File: src/cllc_pkg.sv
package cllc_pkg;

   localparam int LuxWidth = 18;

   typedef enum logic [1:0] {
      CMD_TICK   = 2'd0,
      CMD_STATUS = 2'd1,
      CMD_CHANGE = 2'd2,
      CMD_NONE   = 2'd3
   } command_type;

   typedef enum logic [1:0] {
      MODE_IDLE     = 2'd0,
      MODE_SAMPLING = 2'd1,
      MODE_ACTIVE   = 2'd2,
      MODE_UNUSED   = 2'd3
   } mode_type;

   typedef enum logic [2:0] {
      CSR_ENABLE      = 3'd0,
      CSR_LOWEST      = 3'd1,
      CSR_HIGHEST     = 3'd2,
      CSR_DOUBLE_DOWN = 3'd3,
      CSR_DOUBLE_UP   = 3'd4,
      CSR_CONFIRM     = 3'd5,
      CSR_LOCKOUT     = 3'd6,
      CSR_SPARE       = 3'd7
   } csr_index_type;

   localparam logic [LuxWidth-1:0] LuxLimit = LuxWidth'(160000);

   typedef struct packed {
      logic [1:0]          command;
      logic [LuxWidth-1:0] lux;
      logic                read_ok;
      logic [3:0]          level_now;
      logic                lamps_on;
   } req_type;

   typedef struct packed {
      logic                set_level;
      logic [3:0]          new_level;
      logic [1:0]          mode;
      logic [LuxWidth-1:0] baseline;
   } rsp_type;

endpackage

File: src/cllc_ram.sv
module cllc_ram #(
   parameter int Width = 18,
   parameter int Depth = 30
) (
   input  logic                     clock,
   input  logic                     wr_en,
   input  logic [$clog2(Depth)-1:0] wr_addr,
   input  logic [Width-1:0]         wr_data,
   input  logic [$clog2(Depth)-1:0] rd_addr,
   output logic [Width-1:0]         rd_data
);
   logic [Width-1:0] mem_ff [Depth];

   always_ff @(posedge clock) begin
      if (wr_en) begin
         mem_ff[wr_addr] <= wr_data;
      end
      rd_data <= mem_ff[rd_addr];
   end
endmodule

File: src/constant_light_level_controller.sv
// Constant light level controller. Requests are light ticks, lamp status
// updates and external change events; each gives exactly one response that
// carries the mode and baseline after the request. A new request is accepted
// only once the response to the last one has been registered. On the tick
// that completes a sampling round, the median is found by ranking every
// stored sample against all stored samples through the single read port of
// the sample memory, followed by a pass over the last STABLE_WINDOW samples
// (all of them if STABLE_WINDOW exceeds SAMPLE_COUNT) for the stability check.
module constant_light_level_controller #(
   parameter int SAMPLE_COUNT  = 30,
   parameter int STABLE_WINDOW = 10
) (
   input  logic              clock,
   input  logic              reset,
   input  logic              req_valid,
   output logic              req_stall,
   input  cllc_pkg::req_type req_data,
   output logic              rsp_valid,
   input  logic              rsp_stall,
   output cllc_pkg::rsp_type rsp_data,
   input  logic              csr_write,
   input  logic [2:0]        csr_index,
   input  logic [5:0]        csr_data
);
   import cllc_pkg::*;

   localparam int AW  = $clog2(SAMPLE_COUNT);
   localparam int CW  = $clog2(SAMPLE_COUNT + 1);
   localparam int Win = (STABLE_WINDOW < SAMPLE_COUNT) ? STABLE_WINDOW : SAMPLE_COUNT;
   localparam int Lo  = SAMPLE_COUNT / 2 - 1;
   localparam int Hi  = SAMPLE_COUNT / 2;
   localparam bit Even = (SAMPLE_COUNT % 2) == 0;
   localparam int PW  = LuxWidth + 5;

   typedef enum logic [3:0] {
      ST_IDLE, ST_EXEC, ST_RD_I, ST_WAIT_I, ST_RD_J, ST_CMP_J, ST_RANK,
      ST_MED, ST_RD_S, ST_CMP_S, ST_FINISH, ST_TGT, ST_OUT
   } state_type;

   state_type state_ff;
   req_type   req_ff;
   logic enable_ff;
   logic [3:0] lowest_ff, highest_ff, ddown_ff, dup_ff, confirm_ff;
   logic [5:0] lockout_ff, lock_ff;
   mode_type mode_ff;
   logic [CW-1:0] index_ff;
   logic [LuxWidth-1:0] base_ff, vi_ff, lo_ff, hi_ff;
   logic [3:0] agree_ff, pend_ff;
   logic pend_valid_ff, stable_ff;
   logic [AW-1:0] i_ff, j_ff;
   logic [CW-1:0] less_ff, leq_ff;
   logic rsp_valid_ff;
   rsp_type rsp_ff;
   logic set_ff;
   logic [3:0] new_level_ff;

   logic wr_en;
   logic [AW-1:0] rd_addr;
   logic [LuxWidth-1:0] rd_data;
   logic ok;
   logic [LuxWidth:0] med_sum;
   logic [PW-1:0] s10, b9, b11, d, d10, d20, b3;
   logic [3:0] tgt, lvl;

   cllc_ram #(.Width(LuxWidth), .Depth(SAMPLE_COUNT)) u_store (
      .clock  (clock),
      .wr_en  (wr_en),
      .wr_addr(index_ff[AW-1:0]),
      .wr_data(req_ff.lux),
      .rd_addr(rd_addr),
      .rd_data(rd_data)
   );

   assign ok = req_ff.read_ok && (req_ff.lux <= LuxLimit);
   assign lvl = req_ff.level_now;
   assign wr_en = (state_ff == ST_EXEC) && (req_ff.command == CMD_TICK)
                  && (mode_ff == MODE_SAMPLING) && ok;
   assign rd_addr = (state_ff == ST_RD_I) ? i_ff : j_ff;
   assign med_sum = {1'b0, lo_ff} + {1'b0, hi_ff};
   assign b9  = PW'(base_ff) * PW'(9);
   assign b11 = PW'(base_ff) * PW'(11);
   assign b3  = PW'(base_ff) * PW'(3);
   assign s10 = PW'(((state_ff == ST_TGT) ? req_ff.lux : rd_data)) * PW'(10);
   assign d   = (req_ff.lux > base_ff) ? PW'(req_ff.lux - base_ff) : PW'(base_ff - req_ff.lux);
   assign d10 = d * PW'(10);
   assign d20 = d * PW'(20);

   always_comb begin
      logic big_step;
      big_step = d10 > b3;
      tgt = lvl;
      if (d20 >= b3) begin
         if (s10 > b11) begin
            if (big_step && lvl > ddown_ff) begin
               tgt = (lvl >= 4'd2) ? lvl - 4'd2 : 4'd0;
            end else if (lvl > lowest_ff) begin
               tgt = lvl - 4'd1;
            end
         end else if (s10 < b9) begin
            if (big_step && lvl < dup_ff) begin
               tgt = (lvl <= 4'd13) ? lvl + 4'd2 : 4'd15;
            end else if (lvl < highest_ff) begin
               tgt = lvl + 4'd1;
            end
         end
      end
   end

   assign req_stall = (state_ff != ST_IDLE);
   assign rsp_valid = rsp_valid_ff;
   assign rsp_data  = rsp_ff;

   always_ff @(posedge clock) begin
      if (reset) begin
         state_ff <= ST_IDLE;
         enable_ff <= 1'b0;
         lowest_ff <= 4'd0;
         highest_ff <= 4'd4;
         ddown_ff <= 4'd1;
         dup_ff <= 4'd3;
         confirm_ff <= 4'd3;
         lockout_ff <= 6'd6;
         mode_ff <= MODE_IDLE;
         index_ff <= '0;
         base_ff <= '0;
         agree_ff <= 4'd0;
         pend_ff <= 4'd0;
         pend_valid_ff <= 1'b0;
         lock_ff <= 6'd0;
         rsp_valid_ff <= 1'b0;
      end else begin
         if (csr_write) begin
            unique case (csr_index_type'(csr_index))
               CSR_ENABLE:      enable_ff <= csr_data[0];
               CSR_LOWEST:      lowest_ff <= csr_data[3:0];
               CSR_HIGHEST:     highest_ff <= csr_data[3:0];
               CSR_DOUBLE_DOWN: ddown_ff <= csr_data[3:0];
               CSR_DOUBLE_UP:   dup_ff <= csr_data[3:0];
               CSR_CONFIRM:     confirm_ff <= csr_data[3:0];
               CSR_LOCKOUT:     lockout_ff <= csr_data;
               default: ;
            endcase
         end
         if (state_ff == ST_OUT && (!rsp_valid_ff || !rsp_stall)) begin
            rsp_valid_ff <= 1'b1;
         end else if (!rsp_stall) begin
            rsp_valid_ff <= 1'b0;
         end
         unique case (state_ff)
            ST_IDLE: begin
               if (req_valid) begin
                  req_ff <= req_data;
                  state_ff <= ST_EXEC;
               end
            end
            ST_EXEC: begin
               set_ff <= 1'b0;
               new_level_ff <= 4'd0;
               state_ff <= ST_OUT;
               unique case (command_type'(req_ff.command))
                  CMD_TICK: begin
                     if (mode_ff == MODE_SAMPLING && ok) begin
                        index_ff <= index_ff + CW'(1);
                        if (index_ff == CW'(SAMPLE_COUNT - 1)) begin
                           i_ff <= '0;
                           state_ff <= ST_RD_I;
                        end
                     end else if (mode_ff == MODE_ACTIVE) begin
                        if (lock_ff != 6'd0) begin
                           lock_ff <= lock_ff - 6'd1;
                        end else if (!ok) begin
                           agree_ff <= 4'd0;
                        end else begin
                           state_ff <= ST_TGT;
                        end
                     end
                  end
                  CMD_STATUS: begin
                     if (enable_ff) begin
                        if (mode_ff == MODE_IDLE) begin
                           if (req_ff.lamps_on) begin
                              mode_ff <= MODE_SAMPLING;
                              index_ff <= '0;
                           end
                        end else if (!req_ff.lamps_on) begin
                           mode_ff <= MODE_IDLE;
                           index_ff <= '0;
                           lock_ff <= 6'd0;
                           agree_ff <= 4'd0;
                           pend_valid_ff <= 1'b0;
                           pend_ff <= 4'd0;
                        end
                     end
                  end
                  CMD_CHANGE: begin
                     if (enable_ff && mode_ff == MODE_ACTIVE) begin
                        mode_ff <= MODE_SAMPLING;
                        index_ff <= '0;
                        agree_ff <= 4'd0;
                        pend_valid_ff <= 1'b0;
                        pend_ff <= 4'd0;
                     end
                  end
                  default: ;
               endcase
            end
            ST_RD_I: state_ff <= ST_WAIT_I;
            ST_WAIT_I: begin
               vi_ff <= rd_data;
               state_ff <= ST_RD_J;
               j_ff <= '0;
               less_ff <= '0;
               leq_ff <= '0;
            end
            ST_RD_J: state_ff <= ST_CMP_J;
            ST_CMP_J: begin
               if (rd_data < vi_ff) less_ff <= less_ff + CW'(1);
               if (rd_data <= vi_ff) leq_ff <= leq_ff + CW'(1);
               if (j_ff == AW'(SAMPLE_COUNT - 1)) begin
                  state_ff <= ST_RANK;
               end else begin
                  j_ff <= j_ff + AW'(1);
                  state_ff <= ST_RD_J;
               end
            end
            ST_RANK: begin
               if (less_ff <= CW'(Lo) && leq_ff > CW'(Lo)) lo_ff <= vi_ff;
               if (less_ff <= CW'(Hi) && leq_ff > CW'(Hi)) hi_ff <= vi_ff;
               if (i_ff == AW'(SAMPLE_COUNT - 1)) begin
                  state_ff <= ST_MED;
               end else begin
                  i_ff <= i_ff + AW'(1);
                  state_ff <= ST_RD_I;
               end
            end
            ST_MED: begin
               base_ff <= Even ? med_sum[LuxWidth:1] : hi_ff;
               stable_ff <= 1'b1;
               j_ff <= AW'(SAMPLE_COUNT - Win);
               state_ff <= ST_RD_S;
            end
            ST_RD_S: state_ff <= ST_CMP_S;
            ST_CMP_S: begin
               if (s10 < b9 || s10 > b11) stable_ff <= 1'b0;
               if (j_ff == AW'(SAMPLE_COUNT - 1)) begin
                  state_ff <= ST_FINISH;
               end else begin
                  j_ff <= j_ff + AW'(1);
                  state_ff <= ST_RD_S;
               end
            end
            ST_FINISH: begin
               if (stable_ff && base_ff >= LuxWidth'(16)) begin
                  mode_ff <= MODE_ACTIVE;
               end else begin
                  index_ff <= '0;
               end
               state_ff <= ST_OUT;
            end
            ST_TGT: begin
               if (tgt != lvl) begin
                  if (pend_valid_ff && pend_ff == tgt) begin
                     if ((agree_ff == 4'd15 ? agree_ff : agree_ff + 4'd1) >= confirm_ff) begin
                        set_ff <= 1'b1;
                        new_level_ff <= tgt;
                        agree_ff <= 4'd0;
                        pend_valid_ff <= 1'b0;
                        pend_ff <= 4'd0;
                        lock_ff <= lockout_ff;
                     end else begin
                        agree_ff <= agree_ff + 4'd1;
                     end
                  end else begin
                     pend_ff <= tgt;
                     pend_valid_ff <= 1'b1;
                     agree_ff <= 4'd1;
                  end
               end else begin
                  agree_ff <= 4'd0;
                  pend_valid_ff <= 1'b0;
                  pend_ff <= 4'd0;
               end
               state_ff <= ST_OUT;
            end
            ST_OUT: begin
               if (!rsp_valid_ff || !rsp_stall) begin
                  rsp_ff.set_level <= set_ff;
                  rsp_ff.new_level <= new_level_ff;
                  rsp_ff.mode <= mode_ff;
                  rsp_ff.baseline <= base_ff;
                  state_ff <= ST_IDLE;
               end
            end
            default: state_ff <= ST_IDLE;
         endcase
      end
   end
endmodule
File: config.mk
export PLATFORM = sky130hd
export DESIGN_NAME = constant_light_level_controller
export DESIGN_NICKNAME = d
export VERILOG_FILES = /design/src/cllc_pkg.sv /design/src/cllc_ram.sv /design/src/constant_light_level_controller.sv
export SDC_FILE = /design/constraint.sdc
export NUM_CORES = 2
export LEC_CHECK = 0
export BUFFER_PORTS_ARGS = -buffer_cell sky130_fd_sc_hd__buf_4
export CORE_UTILIZATION = 50
export DETAILED_ROUTE_END_ITERATION = 10
export HOLD_SLACK_MARGIN = 0.06
export PLACE_DENSITY = 0.67
export SYNTH_ARGS = -nofsm -noshare
export SYNTH_HDL_FRONTEND = slang
export SYNTH_SLANG_ARGS = --single-unit
File: constraint.sdc
create_clock -name clock -period 11.35 [get_ports clock]
set_input_delay 0.5675 -clock clock [delete_from_list [all_inputs] [get_ports clock]]
set_output_delay 0.5675 -clock clock [all_outputs]
set_load 0.01 [all_outputs]
== Word level (Yosys, flattened, before mapping) ==
Memories as Yosys holds them, arrays and structs flattened. A register that Yosys moved wholly into a read port is not among the register bits.
Index checks and enable logic that the tools add are counted.

* Add/subtract/negate cells: 14
* Multipliers: 6
* Equal/unequal tests: 60
* Reduce and logical (&&, ||, !) cells: 55
* Bitwise gates (word level): 1
* Magnitude comparators: 20
* Mux-type cells: 105

{| class="wikitable"
|+ Operator list
! operator !! number
|-
| $mux 4 || 32
|-
| $mux 5 || 15
|-
| $mux 6 || 9
|-
| $pmux 4 s12 || 1
|-
| $mul 18x4->22 const B || 2
|-
| $pmux 5 s2 || 4
|-
| $sub 18x18->19 || 2
|-
| $pmux 4 s2 || 4
|-
| $pmux 5 s3 || 2
|-
| $add 5x1->5 const B || 5
|-
| $eq 4x4->1 const B || 6
|-
| $pmux 6 s2 || 2
|-
| $reduce_and 3->1 || 8
|-
| $ge 23x20->1 || 1
|-
| $gt 23x20->1 || 1
|-
| $mul 23x3->21 const B || 1
|-
| $mul 23x3->22 const B || 1
|-
| $mux 23 || 1
|-
| $gt 22x22->1 || 1
|-
| $lt 22x22->1 || 1
|-
| $mul 18x3->21 const B || 1
|-
| $ne 3x3->1 const B || 7
|-
| $mul 18x2->20 const B || 1
|-
| $add 18x18->19 || 1
|-
| 61 further kinds || 152
|}

* RAM bits: 540
* Register bits after elaboration: 203
* Memories kept: 1

{| class="wikitable"
|+ Memories
! name !! words !! width !! rd ports !! clocked after memory_dff !! wr ports !! line !! text
|-
| u_store.mem_ff || 30 || 18 || 1 || 1 || 1 || cllc_ram.sv:12 || <nowiki>logic [Width-1:0] mem_ff [Depth];</nowiki>
|}

== Logic depth before layout (Yosys ltp) ==
* Word-level depth: 14
* Gate-level depth with buffers: 42

== By module ==
A second synthesis with hierarchy kept.

* Cell total of the unflattened synthesis: 3202
* Area, all modules: 40630.2 um^2

{| class="wikitable"
|+ Modules (own cells, without submodules)
! module !! times used !! cells each !! sequential area each (um^2) !! area an instance (um^2)
|-
| cllc_ram || 1 || 1047 || 16575.9 || 21496.9
|-
| constant_light_level_controller || 1 || 2155 || 5375.2 || 19133.4
|}

== Worst setup path before layout ==
No wires, ideal clock.

* Path kind: register -> register
* Start: register req_ff[7] (netlist bit)
* End: register new_level_ff[0] (enable)
* Required time: 10.999 ns
* Arrival time: 8.809 ns
* Stages on the path, launching flop included: 40
* Period minus slack after synthesis: 9.160 ns
* Library setup time: 0.351 ns
* Setup slack: 2.190 ns
* Cells stage by stage: edfxtp_1 inv_1 ha_1 nor2b_1 o21bai_1 a31oi_1 a21oi_1 a211oi_2 o21ai_0 clkbuf_1 nor2_1 o21ai_0 nand2_1 a221o_1 a221oi_1 xnor2_1 ha_1 ha_1 [4 not listed] or2_2 a21oi_1 xnor2_1 ha_1 nand4_1 or4_1 o32ai_1 a21oi_1 a2111oi_4 a21o_1 buf_6 mux2_4 o211a_4 a2111oi_0 and3b_1 buf_6 nand3_1 a21oi_1

* Longest elaborated chain between the ends: 13
* Elaborated cells on any way between the ends: 25

{| class="wikitable"
|+ RTL lines
! what !! line !! text
|-
| start: declaration || constant_light_level_controller.sv:41 || <nowiki>req_type req_ff;</nowiki>
|-
| start signal: assignment || constant_light_level_controller.sv:152 || <nowiki>req_ff <= req_data;</nowiki>
|-
| $sub 18x18->19 or $gt 18x18->1 (tied branches) || constant_light_level_controller.sv:84 || <nowiki>assign d = (req_ff.lux > base_ff) ? PW'(req_ff.lux - base_ff) : PW'(base_ff - req_ff.lux);</nowiki>
|-
| $mux 23 || constant_light_level_controller.sv:84 ||
|-
| $mul 23x3->22 || constant_light_level_controller.sv:85 || <nowiki>assign d10 = d * PW'(10);</nowiki>
|-
| $gt 23x20->1 || constant_light_level_controller.sv:90 || <nowiki>big_step = d10 > b3;</nowiki>
|-
| $logic_and 1x1->1 || constant_light_level_controller.sv:100 || <nowiki>if (big_step && lvl < dup_ff) begin</nowiki>
|-
| $mux 4 || constant_light_level_controller.sv:100 ||
|-
| $mux 4 || constant_light_level_controller.sv:99 || <nowiki>end else if (s10 < b9) begin</nowiki>
|-
| $mux 4 || constant_light_level_controller.sv:93 || <nowiki>if (s10 > b11) begin</nowiki>
|-
| $mux 4 * || constant_light_level_controller.sv:92 || <nowiki>if (d20 >= b3) begin</nowiki>
|-
| $eq 4x4->1 || constant_light_level_controller.sv:262 || <nowiki>if (pend_valid_ff && pend_ff == tgt) begin</nowiki>
|-
| $logic_and 1x1->1 || constant_light_level_controller.sv:262 ||
|-
| $ne 2x1->1 (no source line) || n/a ||
|-
| $reduce_and 5->1 (no source line) * || n/a ||
|-
| end signal: assignment || constant_light_level_controller.sv:265 || <nowiki>new_level_ff <= tgt;</nowiki>
|-
| end: declaration || constant_light_level_controller.sv:55 || <nowiki>logic [3:0] new_level_ff;</nowiki>
|}

Mark *: on every way between the ends. The rest lies on a longest branch, timed or not.
A chain may end at the register's enable or synchronous reset.

== Worst setup path after layout ==
* Start: register base_ff[1]
* End: register new_level_ff[0] (enable)

* Longest elaborated chain between the ends: 13
* Elaborated cells on any way between the ends: 26

{| class="wikitable"
|+ RTL lines
! what !! line !! text
|-
| start: declaration || constant_light_level_controller.sv:47 || <nowiki>logic [LuxWidth-1:0] base_ff, vi_ff, lo_ff, hi_ff;</nowiki>
|-
| start signal: assignment || constant_light_level_controller.sv:237 || <nowiki>base_ff <= Even ? med_sum[LuxWidth:1] : hi_ff;</nowiki>
|-
| $sub 18x18->19 or $gt 18x18->1 (tied branches) || constant_light_level_controller.sv:84 ||
|-
| $mux 23 || constant_light_level_controller.sv:84 ||
|-
| $mul 23x3->22 || constant_light_level_controller.sv:85 ||
|-
| $gt 23x20->1 || constant_light_level_controller.sv:90 ||
|-
| $logic_and 1x1->1 || constant_light_level_controller.sv:100 ||
|-
| $mux 4 || constant_light_level_controller.sv:100 ||
|-
| $mux 4 || constant_light_level_controller.sv:99 ||
|-
| $mux 4 || constant_light_level_controller.sv:93 ||
|-
| $mux 4 * || constant_light_level_controller.sv:92 ||
|-
| $eq 4x4->1 || constant_light_level_controller.sv:262 ||
|-
| $logic_and 1x1->1 || constant_light_level_controller.sv:262 ||
|-
| $ne 2x1->1 (no source line) || n/a ||
|-
| $reduce_and 5->1 (no source line) * || n/a ||
|}

Marked as above.

==> results.py <==
metrics = {
    "placement": {
        "postPlaceCellArea_um2": 42400,
        "dpl.hpwl_um": 70900,
        "numPortBuffers": 66,
        "place_ws_ns": 1.21,
        "place.gp.congestion": 0.918,
    },
    "sta": {
        "period_share_pct": 90.4,
        "final.min_clock_period_ns": 10.26,
        "relSlewSlack_pct": 18.1,
        "worst_pin_slew_ns": 1.21,
        "fin_ws_ns": 1.09,
        "grt_setup_unrepaired": "no",
        "setup_tns_ns": 0,
        "finalMaxSlewViolations": 0,
        "hold_viol": 0,
        "setup_violations": 0,
        "clock.fmax_mhz": 97.5,
        "finClkSkew_ns": 0.0653,
    },
    "finish": {
        "regArea_um2": 22000,
        "multiInputGateArea_um2": 17300,
        "layout_common_cells": "671 x edfxtp_1, 359 x ha_1, 247 x nand2_1",
        "nFillCells": 6412,
        "layout_commonest_cell": "edfxtp_1",
        "syn2layout_area_growth_pct": 12.5,
        "drive_above_1_share_pct": 14.8,
        "postLayoutCellArea_um2": 45300,
        "num-nets-final": 3655,
    },
    "synthesis": {
        "synthArstFlopShare_pct": 0,
        "synth.avg_cell_area_um2": 12.9,
        "ys_seq_area_share_pct": 54.5,
        "synth.area.top_cells": "edfxtp_1 50%, ha_1 11%, mux4_2 8.0%, dfxtp_1 4.5%, nand2_1 2.3%",
        "synth_edf_count": 671,
        "synth_ff_type": "edfxtp_1",
        "ys_types": 93,
        "ys_warn_count": 0,
        "syn_area_um2": 40300,
        "synthCells": 3118,
        "synth_nets": 3540,
        "ys_seq_elements": 761,
        "yosys.area.top_type_share_pct": 50.0,
        "synth_top_cell_by_area": "edfxtp_1",
    },
    "worst_setup_path": {
        "worstSetupPathType": "flip-flop to flip-flop",
        "slowest_delay_ns": 0.70,
        "reg2reg_slack_ns": 1.09,
        "timing.rr.start": "base_ff[1]",
        "ff2ff_path_depth": 37,
        "slowest_stage": "dfxtp_1",
        "crit_path_start_kind": "flip-flop",
        "required_ns": 11.65,
        "cp-end-kind": "flip-flop",
        "cp_max_fo": 12,
        "arrival_ns": 10.56,
        "reg2reg_to": "new_level_ff[0]",
    },
    "global_route": {
        "grt_first_pass_wirelength_um": 160000,
        "overflow": 0,
        "antenna_found_initial": 1,
        "track_usage_pct": 26.3,
        "grt_start_max_net_pins": 109,
        "grt_pass1_vias": 26500,
    },
    "worst_hold_path": {
        "worstHoldPathType": "input port to flip-flop",
        "min_from": "req_data[4]",
        "hold_depth": 1,
        "holdPathEnd": "lvl[3]",
    },
    "detailed_routing": {
        "first_iter_violations": 2206,
        "routedWlPerCell_um": 24.5,
        "routed_wl_um": 107000,
        "firstDrtPassIters": 5,
        "drt.antenna.violating_nets": 0,
        "avgViaCountPerCell": 5.96,
        "vias": 26000,
        "route.detailed.drc": 0,
    },
    "clock_network": {
        "root_buffer": "clkbuf_16",
        "post_cts_buffers": 0,
        "cts_tree": "done",
        "hold_buffers": 5,
        "clk_pin_slew_ns": 0.06,
        "clock_latency_ns": 0.67,
        "cts-buffers-inserted": 80,
        "clk_path_buf_depth": 3,
        "htreeDepth": 3,
        "cts-resized-gates": 0,
        "cts_sinks": 761,
    },
    "floorplanning": {
        "start_util_pct": 50.8,
        "dieArea_um2": 81700,
        "io_pins": 67,
        "fp.dieW_um": 286,
        "die_h_um": 286,
        "core_um2": 79400,
        "rows": 103,
    },
    "power": {
        "p_leak_nw": 17.0,
        "ir_drop_mv": 0.224,
        "powerDensity_nw_per_um2": 189,
    },
    "run_status": {
        "status": "complete, no violations",
    },
    "flow_run": {
        "drv_cap": 0,
    },
}
==> per-stage QoR <==
| stage | total power [mW] | utilization (%) | cells | hold slack [ns] |
|---|---|---|---|---|
| after floorplan | 5.11 | - | 3118 | 0.400 |
| after global placement | 5.74 | 53.4 | 4196 | 0.437 |
| after detailed placement | 5.80 | 53.4 | 4196 | 0.420 |
| after CTS | 8.61 | 57.1 | 4351 | 0.0605 |
| after global routing | 9.02 | 57.1 | 4352 | 0.0690 |
| final | 8.59 | 57.1 | 4353 | 0.0898 |
==> cell families after synthesis <==
kind of cell	synth area share [%]
compound gates	9.15
xor+xnor	2.58
fa+ha+maj	12.3
buf+inv	3.22
flops	54.5
mux	9.83
simple gates	8.48
==> where the power goes <==
part           internal [mW]  total (mW)  switching (mW)
clock network           1.66        2.81            1.15
registers               3.12        3.18          0.0560
logic                   1.05        2.60            1.54
total                   5.84        8.59            2.75
==> cell usage after synthesis (10+ instances only) <==
master / number
a2111oi_0: 13
a211oi_1: 17
a21o_1: 60
a21oi_1: 173
a31oi_1: 12
and2_1: 12
and3_1: 11
buf_1: 16
clkbuf_1: 67
dfxtp_1: 90
edfxtp_1: 671
fa_1: 23
ha_1: 359
inv_1: 244
mux2_2: 24
mux2i_1: 33
mux4_2: 144
nand2_1: 247
nand2b_1: 34
nand3_1: 68
nand4_1: 29
nor2_1: 206
nor2b_1: 32
nor3_1: 34
nor4_1: 14
o211ai_1: 11
o21a_1: 17
o21ai_0: 150
o21bai_1: 20
or2_2: 11
or3_1: 10
xnor2_1: 83
xor2_1: 34
==> per-layer routing <==
layer / wire [um] / part of all wire, % / track usage [%] / vias to the layer above
li1: - / - / - / 11900
met1: 43700 / 41 / 33.6 / 13000
met2: 53400 / 50 / 45.8 / 838
met3: 5730 / 5.4 / 3.31 / 182
met4: 3820 / 3.6 / 9.57 / 0
met5: 0 / 0 / 0 / -
==> how the worst max path moves through the flow <==
stage / startpoint / endpoint / slack, ns / cells past startpoint
floorplan: req_ff[7] / new_level_ff[0] / 2.19 / 39
detailed placement: base_ff[1] / new_level_ff[0] / 1.21 / 36
global placement: req_ff[20] / set_ff / 1.42 / 37
CTS: base_ff[1] / new_level_ff[0] / 1.20 / 35
finish: base_ff[1] / new_level_ff[0] / 1.09 / 37
global route: base_ff[1] / set_ff / 0.12 / 37
==> state kept, by name (all words and copies together), names as in the netlist, 5 cells and up <==
name	count
u_store.mem_ff	540
rsp_data	25
req_ff	22
base_ff	18
hi_ff	18
lo_ff	18
u_store.rd_data	18
vi_ff	18
lock_ff	6
lockout_ff	6
i_ff	5
index_ff	5
j_ff	5
leq_ff	5
less_ff	5
==> layout make-up <==
| class | instances | share of cell area (%) |
|---|---|---|
| flip-flops and latches | 761 | 48.4 |
| multi-input cells | 2019 | 38.1 |
| clock buffers | 99 | 4.71 |
| well taps | 1050 | 2.90 |
| repair buffers | 126 | 2.17 |
| inverters | 245 | 2.03 |
| clock inverters | 51 | 1.67 |
| diodes | 2 | 0.0110 |
==> worst max-delay path: cells and delay by family, from the launching register on <==
family	cells	cell delay [ns]
AOI/OAI and AO/OA	21	5.31
and+or+nand+nor	9	1.68
xor gates and xnor gates	2	0.46
muxes	1	0.34
DFF	1	0.70
adders and majority gates	4	1.40
No activity file was read; power rests on OpenSTA's default activity.
